## config.mk

```make
export PLATFORM = sky130hd
export DESIGN_NAME = circular_deque
export DESIGN_NICKNAME = d
export VERILOG_FILES = /design/src/design/cdq_pkg.sv /design/src/design/cdq_ram.sv /design/src/design/cdq_dp.sv /design/src/design/cdq_ctrl.sv /design/src/design/circular_deque.sv
export VERILOG_INCLUDE_DIRS = /design/src /design/src/design
export SDC_FILE = /design/constraint.sdc
export NUM_CORES = 1
export LEC_CHECK = 0
export BUFFER_PORTS_ARGS = -buffer_cell sky130_fd_sc_hd__buf_2
export CAP_MARGIN = 20
export CORE_MARGIN = 4
export CORE_UTILIZATION = 50
export DETAILED_ROUTE_END_ITERATION = 16
export PLACE_DENSITY = 0.66
export RECOVER_POWER = 25
export SYNTH_ARGS = -nofsm -noshare
export SYNTH_HDL_FRONTEND = slang
export SYNTH_SLANG_ARGS = --single-unit
```

## constraint.sdc

```tcl
create_clock -name clk_i -period 6.7 [get_ports clk_i]
set_clock_uncertainty 0.15 [all_clocks]
set_input_delay 0.67 -clock clk_i [delete_from_list [all_inputs] [get_ports clk_i]]
set_output_delay 0.67 -clock clk_i [all_outputs]
set_load 0.1 [all_outputs]
```

## src/design/assert_macros.svh

```systemverilog
// ---------------------------------------------------------------------------
// Assertion macros
// Shared concurrent assertion wrappers for the deque design.
// ---------------------------------------------------------------------------
`ifndef ASSERT_MACROS_SVH
`define ASSERT_MACROS_SVH

// Assertion on an explicit clock, disabled while the reset is active.
`define CDQ_ASSERT_CLK(label, clk, rst_n, prop, msg) \
  label: assert property (@(posedge clk) disable iff (!rst_n) prop) else $error(msg);

// Assertion on the default clock and reset names.
`define CDQ_ASSERT(label, prop, msg) \
  `CDQ_ASSERT_CLK(label, clk_i, rst_ni, prop, msg)

`endif

```

## src/design/cdq_pkg.sv

```systemverilog
// ---------------------------------------------------------------------------
// cdq_pkg
// Types, codes and constants shared by the circular deque modules.
// ---------------------------------------------------------------------------
`timescale 1ns / 1ps

package cdq_pkg;

  localparam int WordW    = 32;
  localparam int OpW      = 3;
  localparam int StatW    = 2;
  localparam int DefDepth = 16;

  localparam logic [OpW-1:0] OP_PUSH_FRONT = 3'd0;
  localparam logic [OpW-1:0] OP_PUSH_BACK  = 3'd1;
  localparam logic [OpW-1:0] OP_POP_FRONT  = 3'd2;
  localparam logic [OpW-1:0] OP_POP_BACK   = 3'd3;
  localparam logic [OpW-1:0] OP_READ_ALL   = 3'd4;

  localparam logic [StatW-1:0] STAT_OK    = 2'd0;
  localparam logic [StatW-1:0] STAT_FULL  = 2'd1;
  localparam logic [StatW-1:0] STAT_EMPTY = 2'd2;

  typedef enum logic [2:0] {
    ADDR_FRONT,
    ADDR_FRONT_DN,
    ADDR_BACK,
    ADDR_BACK_DN,
    ADDR_SCAN_UP
  } addr_sel_e;

  typedef struct packed {
    logic             mem_we;
    logic             mem_re;
    addr_sel_e        addr_sel;
    logic             front_up;
    logic             front_dn;
    logic             back_up;
    logic             back_dn;
    logic             scan_load;
    logic             scan_up;
    logic             out_ld_const;
    logic             out_word_ones;
    logic [StatW-1:0] out_status;
    logic             out_ld_mem;
    logic             last_from_scan;
  } cdq_cmd_t;

  typedef struct packed {
    logic full;
    logic empty;
    logic out_last;
  } cdq_sts_t;

endpackage

```

## src/design/cdq_ram.sv

```systemverilog
// ---------------------------------------------------------------------------
// cdq_ram
// Generic single-port RAM with one address and a registered read.
// ---------------------------------------------------------------------------
`timescale 1ns / 1ps

module cdq_ram #(
  parameter int Width = 32,
  parameter int Depth = 16
) (
  input  logic                     clk_i,
  input  logic                     we_i,
  input  logic                     re_i,
  input  logic [$clog2(Depth)-1:0] addr_i,
  input  logic [Width-1:0]         wdata_i,
  output logic [Width-1:0]         rdata_o
);

  logic [Width-1:0] mem_q [Depth];
  logic [Width-1:0] rdata_q;

  always_ff @(posedge clk_i) begin
    if (we_i) begin
      mem_q[addr_i] <= wdata_i;
    end
    if (re_i) begin
      rdata_q <= mem_q[addr_i];
    end
  end

  assign rdata_o = rdata_q;

endmodule

```

## src/design/cdq_dp.sv

```systemverilog
// ---------------------------------------------------------------------------
// cdq_dp
// Datapath: front, back and scan pointers, the ring memory and the
// output register.
// ---------------------------------------------------------------------------
`timescale 1ns / 1ps

module cdq_dp import cdq_pkg::*; #(
  parameter int DEPTH = DefDepth
) (
  input  logic                    clk_i,
  input  logic                    rst_ni,
  input  cdq_cmd_t                cmd_i,
  input  logic signed [WordW-1:0] value_i,
  output cdq_sts_t                sts_o,
  output logic signed [WordW-1:0] word_o,
  output logic [StatW-1:0]        status_o,
  output logic                    last_o
);

  localparam int PtrW = $clog2(DEPTH);
  localparam logic [PtrW-1:0] PtrMax = PtrW'(DEPTH - 1);

  function automatic logic [PtrW-1:0] step_up(input logic [PtrW-1:0] p);
    return (p == PtrMax) ? '0 : p + 1'b1;
  endfunction

  function automatic logic [PtrW-1:0] step_dn(input logic [PtrW-1:0] p);
    return (p == '0) ? PtrMax : p - 1'b1;
  endfunction

  logic [PtrW-1:0] front_q, front_d;
  logic [PtrW-1:0] back_q, back_d;
  logic [PtrW-1:0] scan_q, scan_d;
  logic [PtrW-1:0] front_dn, back_dn, back_up, scan_nx;
  logic [PtrW-1:0] addr;
  logic [WordW-1:0] rdata;
  logic signed [WordW-1:0] word_q, word_d;
  logic [StatW-1:0] status_q, status_d;
  logic last_q, last_d;

  assign front_dn = step_dn(front_q);
  assign back_dn  = step_dn(back_q);
  assign back_up  = step_up(back_q);
  assign scan_nx  = step_up(scan_q);

  always_comb begin
    unique case (cmd_i.addr_sel)
      ADDR_FRONT:    addr = front_q;
      ADDR_FRONT_DN: addr = front_dn;
      ADDR_BACK:     addr = back_q;
      ADDR_BACK_DN:  addr = back_dn;
      ADDR_SCAN_UP:  addr = scan_nx;
      default:       addr = front_q;
    endcase
  end

  cdq_ram #(
    .Width(WordW),
    .Depth(DEPTH)
  ) u_ram (
    .clk_i  (clk_i),
    .we_i   (cmd_i.mem_we),
    .re_i   (cmd_i.mem_re),
    .addr_i (addr),
    .wdata_i(value_i),
    .rdata_o(rdata)
  );

  always_comb begin
    front_d = front_q;
    back_d  = back_q;
    scan_d  = scan_q;
    if (cmd_i.front_up) begin
      front_d = step_up(front_q);
    end else if (cmd_i.front_dn) begin
      front_d = front_dn;
    end
    if (cmd_i.back_up) begin
      back_d = back_up;
    end else if (cmd_i.back_dn) begin
      back_d = back_dn;
    end
    if (cmd_i.scan_load) begin
      scan_d = front_q;
    end else if (cmd_i.scan_up) begin
      scan_d = scan_nx;
    end
  end

  always_comb begin
    word_d   = word_q;
    status_d = status_q;
    last_d   = last_q;
    if (cmd_i.out_ld_const) begin
      word_d   = cmd_i.out_word_ones ? {WordW{1'b1}} : '0;
      status_d = cmd_i.out_status;
      last_d   = 1'b1;
    end else if (cmd_i.out_ld_mem) begin
      word_d   = rdata;
      status_d = STAT_OK;
      last_d   = cmd_i.last_from_scan ? (scan_nx == back_q) : 1'b1;
    end
  end

  always_ff @(posedge clk_i or negedge rst_ni) begin
    if (!rst_ni) begin
      front_q <= '0;
      back_q  <= '0;
      scan_q  <= '0;
      last_q  <= 1'b1;
    end else begin
      front_q <= front_d;
      back_q  <= back_d;
      scan_q  <= scan_d;
      last_q  <= last_d;
    end
  end

  always_ff @(posedge clk_i) begin
    word_q   <= word_d;
    status_q <= status_d;
  end

  assign sts_o.full     = (back_up == front_q);
  assign sts_o.empty    = (back_q == front_q);
  assign sts_o.out_last = last_q;

  assign word_o   = word_q;
  assign status_o = status_q;
  assign last_o   = last_q;

endmodule

```

## src/design/cdq_ctrl.sv

```systemverilog
// ---------------------------------------------------------------------------
// cdq_ctrl
// Controller: decodes each item and sequences memory reads and result
// hand-off.
// ---------------------------------------------------------------------------
`timescale 1ns / 1ps

module cdq_ctrl import cdq_pkg::*; (
  input  logic           clk_i,
  input  logic           rst_ni,
  input  logic           in_valid_i,
  input  logic [OpW-1:0] op_i,
  output logic           in_ready_o,
  output logic           out_valid_o,
  input  logic           out_ready_i,
  input  cdq_sts_t       sts_i,
  output cdq_cmd_t       cmd_o
);

  typedef enum logic [1:0] {
    ST_IDLE,
    ST_READ,
    ST_SEND
  } state_e;

  state_e   state_q, state_d;
  logic     scan_q, scan_d;
  state_e   disp_state;
  logic     disp_scan;
  cdq_cmd_t disp_cmd;
  logic     can_accept;

  // Decode of an item in the cycle it is accepted.
  always_comb begin
    disp_cmd   = '0;
    disp_state = ST_SEND;
    disp_scan  = 1'b0;
    unique case (op_i)
      OP_PUSH_FRONT: begin
        disp_cmd.out_ld_const = 1'b1;
        if (sts_i.full) begin
          disp_cmd.out_status = STAT_FULL;
        end else begin
          disp_cmd.out_status = STAT_OK;
          disp_cmd.mem_we     = 1'b1;
          disp_cmd.addr_sel   = ADDR_FRONT_DN;
          disp_cmd.front_dn   = 1'b1;
        end
      end
      OP_PUSH_BACK: begin
        disp_cmd.out_ld_const = 1'b1;
        if (sts_i.full) begin
          disp_cmd.out_status = STAT_FULL;
        end else begin
          disp_cmd.out_status = STAT_OK;
          disp_cmd.mem_we     = 1'b1;
          disp_cmd.addr_sel   = ADDR_BACK;
          disp_cmd.back_up    = 1'b1;
        end
      end
      OP_POP_FRONT: begin
        if (sts_i.empty) begin
          disp_cmd.out_ld_const  = 1'b1;
          disp_cmd.out_word_ones = 1'b1;
          disp_cmd.out_status    = STAT_EMPTY;
        end else begin
          disp_cmd.mem_re   = 1'b1;
          disp_cmd.addr_sel = ADDR_FRONT;
          disp_cmd.front_up = 1'b1;
          disp_state        = ST_READ;
        end
      end
      OP_POP_BACK: begin
        if (sts_i.empty) begin
          disp_cmd.out_ld_const  = 1'b1;
          disp_cmd.out_word_ones = 1'b1;
          disp_cmd.out_status    = STAT_EMPTY;
        end else begin
          disp_cmd.mem_re   = 1'b1;
          disp_cmd.addr_sel = ADDR_BACK_DN;
          disp_cmd.back_dn  = 1'b1;
          disp_state        = ST_READ;
        end
      end
      OP_READ_ALL: begin
        if (sts_i.empty) begin
          disp_cmd.out_ld_const = 1'b1;
          disp_cmd.out_status   = STAT_EMPTY;
        end else begin
          disp_cmd.mem_re    = 1'b1;
          disp_cmd.addr_sel  = ADDR_FRONT;
          disp_cmd.scan_load = 1'b1;
          disp_state         = ST_READ;
          disp_scan          = 1'b1;
        end
      end
      default: begin
        disp_state = ST_IDLE;
      end
    endcase
  end

  assign can_accept = (state_q == ST_IDLE) ||
                      ((state_q == ST_SEND) && out_ready_i && sts_i.out_last);

  always_comb begin
    cmd_o   = '0;
    state_d = state_q;
    scan_d  = scan_q;
    unique case (state_q)
      ST_IDLE: begin
        if (in_valid_i) begin
          cmd_o   = disp_cmd;
          state_d = disp_state;
          scan_d  = disp_scan;
        end
      end
      ST_READ: begin
        cmd_o.out_ld_mem     = 1'b1;
        cmd_o.last_from_scan = scan_q;
        state_d              = ST_SEND;
      end
      ST_SEND: begin
        if (out_ready_i) begin
          if (sts_i.out_last) begin
            state_d = ST_IDLE;
            scan_d  = 1'b0;
            if (in_valid_i) begin
              cmd_o   = disp_cmd;
              state_d = disp_state;
              scan_d  = disp_scan;
            end
          end else begin
            cmd_o.mem_re   = 1'b1;
            cmd_o.addr_sel = ADDR_SCAN_UP;
            cmd_o.scan_up  = 1'b1;
            state_d        = ST_READ;
          end
        end
      end
      default: begin
        state_d = ST_IDLE;
      end
    endcase
  end

  always_ff @(posedge clk_i or negedge rst_ni) begin
    if (!rst_ni) begin
      state_q <= ST_IDLE;
      scan_q  <= 1'b0;
    end else begin
      state_q <= state_d;
      scan_q  <= scan_d;
    end
  end

  assign in_ready_o  = can_accept;
  assign out_valid_o = (state_q == ST_SEND);

endmodule

```

## src/design/circular_deque.sv

```systemverilog
// ---------------------------------------------------------------------------
// circular_deque
// Double-ended queue in a ring memory of DEPTH words holding up to
// DEPTH-1 entries, with push and pop at both ends and an ordered read-out.
// ---------------------------------------------------------------------------
//  Channel   | Direction | tdata            | tuser          | tlast
//  s_axis    | in        | value [31:0]     | operation[2:0] | -
//  m_axis    | out       | result_value     | status [1:0]   | last
//
// A push's result is valid in the cycle after it is accepted; a pop's result
// passes through the registered memory read and then the output register.
// A read-out loads each entry the same way and reads the next entry only after
// the previous one is taken; the single-port ring memory with its registered read sets this pace.
// A new item is taken in the cycle the final result of the previous one is.
// Reset clears the front, back and scan pointers, which leaves the queue empty; no clearing pass.
// A stalled output holds the result and the block until it is taken.
`timescale 1ns / 1ps

`include "assert_macros.svh"

module circular_deque import cdq_pkg::*; #(
  parameter int DEPTH = DefDepth
) (
  input  logic                    clk_i,
  input  logic                    rst_ni,
  input  logic                    s_axis_tvalid_i,
  output logic                    s_axis_tready_o,
  input  logic signed [WordW-1:0] s_axis_tdata_i,   // value
  input  logic [OpW-1:0]          s_axis_tuser_i,   // operation
  output logic                    m_axis_tvalid_o,
  input  logic                    m_axis_tready_i,
  output logic signed [WordW-1:0] m_axis_tdata_o,   // result_value
  output logic [StatW-1:0]        m_axis_tuser_o,   // status
  output logic                    m_axis_tlast_o
);

  cdq_cmd_t cmd;
  cdq_sts_t sts;

  cdq_ctrl u_ctrl (
    .clk_i      (clk_i),
    .rst_ni     (rst_ni),
    .in_valid_i (s_axis_tvalid_i),
    .op_i       (s_axis_tuser_i),
    .in_ready_o (s_axis_tready_o),
    .out_valid_o(m_axis_tvalid_o),
    .out_ready_i(m_axis_tready_i),
    .sts_i      (sts),
    .cmd_o      (cmd)
  );

  cdq_dp #(
    .DEPTH(DEPTH)
  ) u_dp (
    .clk_i   (clk_i),
    .rst_ni  (rst_ni),
    .cmd_i   (cmd),
    .value_i (s_axis_tdata_i),
    .sts_o   (sts),
    .word_o  (m_axis_tdata_o),
    .status_o(m_axis_tuser_o),
    .last_o  (m_axis_tlast_o)
  );

  `CDQ_ASSERT(a_no_take_over_stalled, (s_axis_tready_o && m_axis_tvalid_o) |-> (m_axis_tready_i && m_axis_tlast_o), "Item taken while a result is stalled")
  `CDQ_ASSERT(a_full_empty_excl, !(sts.full && sts.empty), "Queue flagged full and empty at once")
  `CDQ_ASSERT(a_mem_single_access, !(cmd.mem_we && cmd.mem_re), "Ring memory read and written together")
  `CDQ_ASSERT(a_read_then_load, cmd.mem_re |=> (cmd.out_ld_mem && !m_axis_tvalid_o), "Memory read not followed by a result load")

endmodule
```

======== Word level (Yosys, flattened, before mapping) ========
Memories as Yosys holds them, arrays and structs flattened. A register that Yosys moved wholly into a read port is not among the register bits.
Cells that the tools add are included.
word-level totals
  bits in registers ....................... 50
  memory bits (read-only) ................. 0
  memories kept ........................... 1
  output and inout port bits .............. 37
  latch bits .............................. 0
  logic and storage cells ................. 115
  RAM bits ................................ 512
  input port bits ......................... 39
memory list
  name              words  width  read ports  clocked after memory_dff  wr ports  RTL line       RTL
  u_dp.u_ram.mem_q  16     32     1           1                         1         cdq_ram.sv:19  logic [Width-1:0] mem_q [Depth];
cells by class
  $add $sub $neg .......................... 5
  equality and inequality tests ........... 19
  bitwise gates (word level) .............. 0
  divide/modulo/power cells ............... 0
  $lt $le $gt $ge ......................... 0
  reduce and logical (&&, ||, !) cells .... 17
  multipliers ............................. 0
  shift-type cells ........................ 0
  mux-type cells .......................... 65
operator list
  kind                                                                      count
  32-bit 2-to-1 mux                                                         3
  4-bit 2-to-1 mux                                                          15
  17-bit 2-to-1 mux                                                         2
  15-bit one-hot mux with 2 select lines                                    1
  1-bit 2-to-1 mux                                                          23
  2-bit 2-to-1 mux                                                          9
  2-bit one-hot mux with 3 select lines                                     3
  4-bit one-hot mux with 4 select lines                                     1
  3-bit one-hot mux with 5 select lines                                     1
  4-bit by 1-bit adder with 4-bit output (second input constant)            3
  3-bit by 2-bit equality test with 1-bit output (second input constant)    4
  4-bit equality test                                                       3
  4-bit equality test (second input constant)                               3
  5-bit 2-to-1 mux                                                          2
  2-bit nonzero test                                                        5
  4-bit zero test                                                           2
  4-bit by 1-bit subtractor with 4-bit output (second input constant)       2
  3-bit by 1-bit equality test with 1-bit output (second input constant)    2
  3-bit equality test (second input constant)                               2
  6-bit 2-to-1 mux                                                          1
  1-bit one-hot mux with 3 select lines                                     2
  2-bit by 1-bit inequality test with 1-bit output (second input constant)  2
  2-bit one-hot mux with 2 select lines                                     1
  4-bit AND reduction                                                       1
  11 further kinds                                                          13

======== Logic depth before layout (Yosys ltp) ========
  depth in word-level cells ............... 12
  mapped depth ............................ 15
  mapped depth without buffers ............ 11

======== Cells and area by module ========
Synthesis repeated with hierarchy kept, for this count alone.
unflattened totals
  cells, all modules ...................... 1164
  area, all modules ....................... 23233.5 µm²
modules (own cells, without submodules)
  module    seq. area each (µm²)  area each (µm²)  times used  cells each
  cdq_ram   16335.7               20183.1          1           840
  cdq_dp    1347.5                2623.8           1           272
  cdq_ctrl  75.1                  426.7            1           52

======== Least setup slack after synthesis ========
No wires, ideal clock.
  kind .................................... register to register
  start ................................... register u_ctrl.state_q[0]
  end ..................................... memory u_dp.u_ram.mem_q[10][0], enable pin
  setup time .............................. 0.421 ns
  cell stages (with the launch flop) ...... 13
  clock period less this slack ............ 5.526 ns
  setup slack ............................. 1.174 ns
  data arrival time ....................... 4.955 ns
  path buffers ............................ 5
  data required time ...................... 6.129 ns
  cells stage by stage .................... dfrtp_1 > buf_2 > nor2b_1 > and3b_1 > clkbuf_1 > a21oi_1 > o211ai_1 > o31a_1 > buf_6 > buf_2 > buf_1 > nand2_1 > nor2_1
on the way
  word-level cells in the longest chain between the ends .. 4
  elaborated cells between the ends (all ways) .. 10
  classes of those cells .................. eq/ne: 5; mux: 4; reduce/logical: 1
RTL lines
  element                                                                    RTL line                     RTL
  start: declaration                                                         cdq_ctrl.sv:26               state_e state_q, state_d;
  start signal: assignment                                                   cdq_ctrl.sv:152              state_q <= state_d;
  2-bit equality test *                                                      --
  net m_axis_tvalid_o                                                        circular_deque.sv:30         output logic m_axis_tvalid_o,
  15-bit one-hot mux with 2 select lines *                                   cdq_ctrl.sv:110              unique case (state_q)
  3-bit equality test, or another cell as far along                          cdq_dp.sv:48                 unique case (cmd_i.addr_sel)
  4-bit one-hot mux with 4 select lines or 1-bit 2-to-1 mux (tied branches)  cdq_dp.sv:48, cdq_ram.sv:24
  end: declaration                                                           cdq_ram.sv:19
Mark *: on every way through the listed nets, which the timed path passes. The rest lies on a longest branch.

======== Worst setup path after layout ========
  start ................................... register u_dp.back_q[1]
  end ..................................... register u_dp.u_ram.rdata_q[16], in the netlist u_dp.u_ram.rdata_o[16] (read register of u_dp.u_ram.mem_q), data pin
on the way
  word-level cells in the longest chain between the ends .. 11
  elaborated cells between the ends (all ways) .. 24
  classes of those cells .................. add/sub: 2; eq/ne: 7; mux: 14; reduce/logical: 1
RTL lines
  element                                                                        RTL line                          RTL
  start: declaration                                                             cdq_dp.sv:33                      logic [PtrW-1:0] back_q, back_d;
  start signal: assignment                                                       cdq_dp.sv:114                     back_q <= back_d;
  4-bit by 1-bit adder with 4-bit output or 4-bit equality test (tied branches)  cdq_dp.sv:25                      return (p == PtrMax) ? '0 : p + 1'b1;
  4-bit 2-to-1 mux                                                               cdq_dp.sv:25
  4-bit equality test                                                            cdq_dp.sv:125                     assign sts_o.full = (back_up == front_q);
  1-bit 2-to-1 mux or 2-bit 2-to-1 mux (tied branches)                           cdq_ctrl.sv:41, cdq_ctrl.sv:52
  3-bit one-hot mux with 5 select lines                                          cdq_ctrl.sv:38                    unique case (op_i)
  17-bit 2-to-1 mux                                                              cdq_ctrl.sv:112, cdq_ctrl.sv:128
  4-bit 2-to-1 mux                                                               cdq_ctrl.sv:125                   if (sts_i.out_last) begin
  17-bit 2-to-1 mux                                                              cdq_ctrl.sv:124                   if (out_ready_i) begin
  15-bit one-hot mux with 2 select lines                                         cdq_ctrl.sv:110
  3-bit equality test, or another cell as far along                              cdq_dp.sv:48
  4-bit one-hot mux with 4 select lines                                          cdq_dp.sv:48
  end: declaration                                                               cdq_ram.sv:20                     logic [Width-1:0] rdata_q;
Parallel ways exist; a longest one is shown, timed or not.
A chain may end at the register's enable or synchronous reset.

==> results_dict.tcl <==
set metrics [dict create \
    syn_avg_cell_area_um2 14.25 \
    synth_top_flop_cell "sky130_fd_sc_hd__edfxtp_1" \
    drtIter0Drc 1464 \
    criticalPathCategory "flop to flop" \
    hold_class "primary input to flop" \
    fillerInstances 3730 \
    synth_top_cells_by_area "sky130_fd_sc_hd__edfxtp_1 73%, sky130_fd_sc_hd__nand2_1 6.6%, sky130_fd_sc_hd__a21oi_1 2.8%, sky130_fd_sc_hd__a32o_1 2.7%, sky130_fd_sc_hd__a32oi_1 2.4%" \
    cts-root-to-sink-buffers 3 \
    routed_wire_length_per_instance_um 23.43 \
    firstDrtPassIters 5 \
    critical_path.max_fanout 64 \
    setup_total_negative_slack_ns 0 \
    cts_resized 0 \
    route.vias.total 14480 \
    async_flop_share_pct 2.694 \
    detailed_place_hpwl_um 30330 \
    synth_top_family_by_area "compound AO/OA/AOI/OAI gates" \
    grt_pass1_vias 13710 \
    area_delta_synth_final_pct 11.17 \
    final_nets 1765 \
    cts_made_buffers 58 \
    tritoncts_num_sinks 594 \
    initial_antenna_violation_count 1 \
    yosys_reg_bits 594 \
    synth-simple-area-share_pct 8.101 \
    cts-root-buf "sky130_fd_sc_hd__clkbuf_16" \
    final.min_clock_period_ns 5.289 \
    grt_overflow 0 \
    synth_largest_area_cell "sky130_fd_sc_hd__edfxtp_1" \
    synth_largest_type_area_fraction_pct 72.88 \
    drc_errors 0 \
    tightest_slew_ns 1.173 \
    yosys-mux-area-fraction_pct 0.08931 \
    clk_transition_reported_paths_ns 0.06 \
    synthXorXnorAreaFrac_pct 0.4781 \
    die_h_um 226.2 \
    crit_arrival_ns 5.62 \
    reg2reg_depth 12 \
    placement.io_buffers 75 \
    part_of_the_cycle_the_worst_path_needs_pct 78.94 \
    finalHoldViolCount 0 \
    ys_types 64 \
    hold_start "s_axis_tvalid_i" \
    yosys_warnings 0 \
    grt.total_usage_pct 21.45 \
    multi_input_area_um2 5534 \
    grt_pass1_wl_um 83960 \
    number_of_antenna_repair_diodes 0 \
    grt_setup_unrepaired "false" \
    required_time_of_the_critical_path_ns 7.03 \
    power.density_nw_per_um2 457.9 \
    synthCells 1671 \
    hold_path_end "u_ctrl.state_q[1]$_DFFE_PN0P_" \
    ioPinCount 76 \
    cts_max_level 2 \
    slew_violations 0 \
    dieWidth_um 226.2 \
    fmax_mhz 189.1 \
    hold-path-cell-count 3 \
    place.gp.congestion 0.8917 \
    max_cap_viol_count 0 \
    source_to_sink_clock_delay_at_the_later_pin_of_the_worst_skew_pair_ns 0.62 \
    rrSetupSlack_ns 1.41 \
    adder_cell_share_of_the_synthesized_area_pct 0.3678 \
    grt_start_max_net_pins 251 \
    die_area_um2 51190 \
    postRouteAntennaNets 0 \
    timing.rr.end "u_dp.u_ram.rdata_o[16]$_DFFE_PP_" \
    route.final.wire_length_um 55580 \
    synth_sequential_area_ratio_pct 74.57 \
    total_power_mw 12.12 \
    synth_edf_count 578 \
    dr_vias_cell 6.105 \
    worst_setup_path_start_kind "flop" \
    syn-num-nets 1717 \
    slew-limit-headroom_pct 21.83 \
    status "finished, final reports clean" \
    share_of_the_synthesized_area_in_compound_gates_ao_oa_aoi_oai_pct 13.55 \
    vdd_ir_drop_max_v 0.0005156 \
    rows 79 \
    endpoint_kind "flop" \
    regToRegStartpoint "u_dp.back_q[1]$_DFFE_PN0P_" \
    mappedNetlistArea_um2 23820 \
    final-seq-area_um2 17760 \
    setup_viol_count_final 0 \
    initial_utilization_pct 50.83 \
    leakage_nw 8.874 \
    cts_tree "done" \
    core_box_area_um2 46850 \
    post_route_cells_drive_above_1_share_pct 11.16 \
]
registers in the layout (all words and copies together), names as in the netlist:
name,count
u_ctrl.scan_q,1
u_ctrl.state_q,2
u_dp.back_q,4
u_dp.front_q,4
u_dp.last_o,1
u_dp.scan_q,4
u_dp.status_o,2
u_dp.u_ram.mem_q,512
u_dp.u_ram.rdata_o,32
u_dp.word_o,32
logic make-up after synthesis:
logic type,after synthesis
flops,594
simple gates,493
compound gates,430
buf+inv,132
xor+xnor,13
fa+ha+maj,7
mux,2
area by class of cell:
class	instances	area share (%)
clock buffers	78	5.841
clock inverters	28	0.6947
inverters	14	0.1985
multi-input cells	945	20.90
flip-flops and latches	594	67.07
well taps	607	2.868
repair buffers	106	2.424
synthesized netlist by cell type, types with 8 or more instances:
cell / instances
sky130_fd_sc_hd__a21oi_1: 133
sky130_fd_sc_hd__a32o_1: 65
sky130_fd_sc_hd__edfxtp_1: 578
sky130_fd_sc_hd__o22ai_1: 35
sky130_fd_sc_hd__a221o_1: 31
sky130_fd_sc_hd__nor2_1: 39
sky130_fd_sc_hd__nand2_1: 417
sky130_fd_sc_hd__buf_6: 13
sky130_fd_sc_hd__buf_2: 52
sky130_fd_sc_hd__a21o_1: 33
sky130_fd_sc_hd__dfrtp_1: 15
sky130_fd_sc_hd__nor3_1: 9
sky130_fd_sc_hd__a32oi_1: 64
sky130_fd_sc_hd__o21ai_0: 14
sky130_fd_sc_hd__xnor2_1: 8
sky130_fd_sc_hd__clkbuf_1: 41
sky130_fd_sc_hd__inv_1: 14
layer usage:
| metal | up-vias | wire (um) | GRT usage, % |
|---|---|---|---|
| li1 | 6516 | - | - |
| met1 | 7321 | 24550 | 31.74 |
| met2 | 535 | 25580 | 32.82 |
| met3 | 107 | 3861 | 3.939 |
| met4 | 2 | 1578 | 6.618 |
| met5 | - | 14 | 0 |
worst max-delay path, stage by stage, from the launching register on:
cell and delay (ns):
sky130_fd_sc_hd__dfrtp_1 0.53, sky130_fd_sc_hd__ha_1 0.34, sky130_fd_sc_hd__a21oi_1 0.11, sky130_fd_sc_hd__o32a_1 0.40, sky130_fd_sc_hd__a2111oi_4 0.80, sky130_fd_sc_hd__nor3_1 0.25, sky130_fd_sc_hd__o31ai_4 0.37, sky130_fd_sc_hd__buf_4 0.59
sky130_fd_sc_hd__buf_4 0.68, sky130_fd_sc_hd__nand2_1 0.14, sky130_fd_sc_hd__a32o_1 0.29, sky130_fd_sc_hd__o22ai_1 0.25, sky130_fd_sc_hd__a221o_1 0.16
cells in the final DEF, fill, tap and decap left out, drive strengths merged, types with 2 or more instances in the layout:
cell type	netlist	layout
o221a	2	2
nand4	3	3
a2111oi	2	2
inv	14	15
ha	7	7
xor2	5	5
nor3	9	9
a21o	33	33
o21ai	16	16
o211ai	6	6
clkbuf	42	103
a31oi	6	6
o221ai	2	2
and2	3	3
a32o	65	65
a41oi	2	2
a22oi	2	2
xnor2	8	8
nor2b	5	5
a32oi	64	64
edfxtp	578	578
nor2	39	39
nand2	417	417
dfrtp	15	15
o22ai	37	37
nand2b	5	5
a221o	31	31
buf	76	80
o41ai	2	2
o31ai	7	7
clkinv	0	25
nand3	6	6
o22a	2	2
a21oi	140	140
through the flow:
step	hold WS, ns	instance area, um^2	cells	setup WS, ns	util [%]
2_1_floorplan	0.2244	23820	1671	1.174	-
3_3_place_gp	0.3509	24710	2262	1.556	52.73
3_5_place_dp	0.3541	24730	2263	1.533	52.78
4_1_cts	0.2425	26470	2370	1.479	56.49
5_1_grt	0.2932	26480	2372	1.115	56.51
6_report	0.2854	26480	2372	1.411	56.51
repair_timing:
action / in CTS / in global routing
endpoints found under the setup margin: 0 / 0
hold buffers: 1 / 0
setup buffers: 0 / 0
hold endpoints to repair: 15 / 0
report_power, final:
group	total [mW]	switching, mW	internal, mW
logic	4.47	3.05	1.42
clock network	2.99	1.34	1.65
registers	4.66	0.172	4.49
how the worst max path moves through the flow:
stage                                             start                                end  depth (start not counted)
after detailed placement     u_dp.back_q[1]$_DFFE_PN0P_   u_dp.u_ram.rdata_o[16]$_DFFE_PP_                         12
after global routing         u_dp.back_q[1]$_DFFE_PN0P_   u_dp.u_ram.rdata_o[16]$_DFFE_PP_                         12
after CTS                    u_dp.back_q[1]$_DFFE_PN0P_   u_dp.u_ram.rdata_o[16]$_DFFE_PP_                         12
after floorplan           u_ctrl.state_q[0]$_DFFE_PN0P_  u_dp.u_ram.mem_q[10][0]$_DFFE_PP_                         12
final                        u_dp.back_q[1]$_DFFE_PN0P_   u_dp.u_ram.rdata_o[16]$_DFFE_PP_                         12
after global placement       u_dp.back_q[1]$_DFFE_PN0P_   u_dp.u_ram.rdata_o[16]$_DFFE_PP_                         12
(Power assumes the default switching activity.)
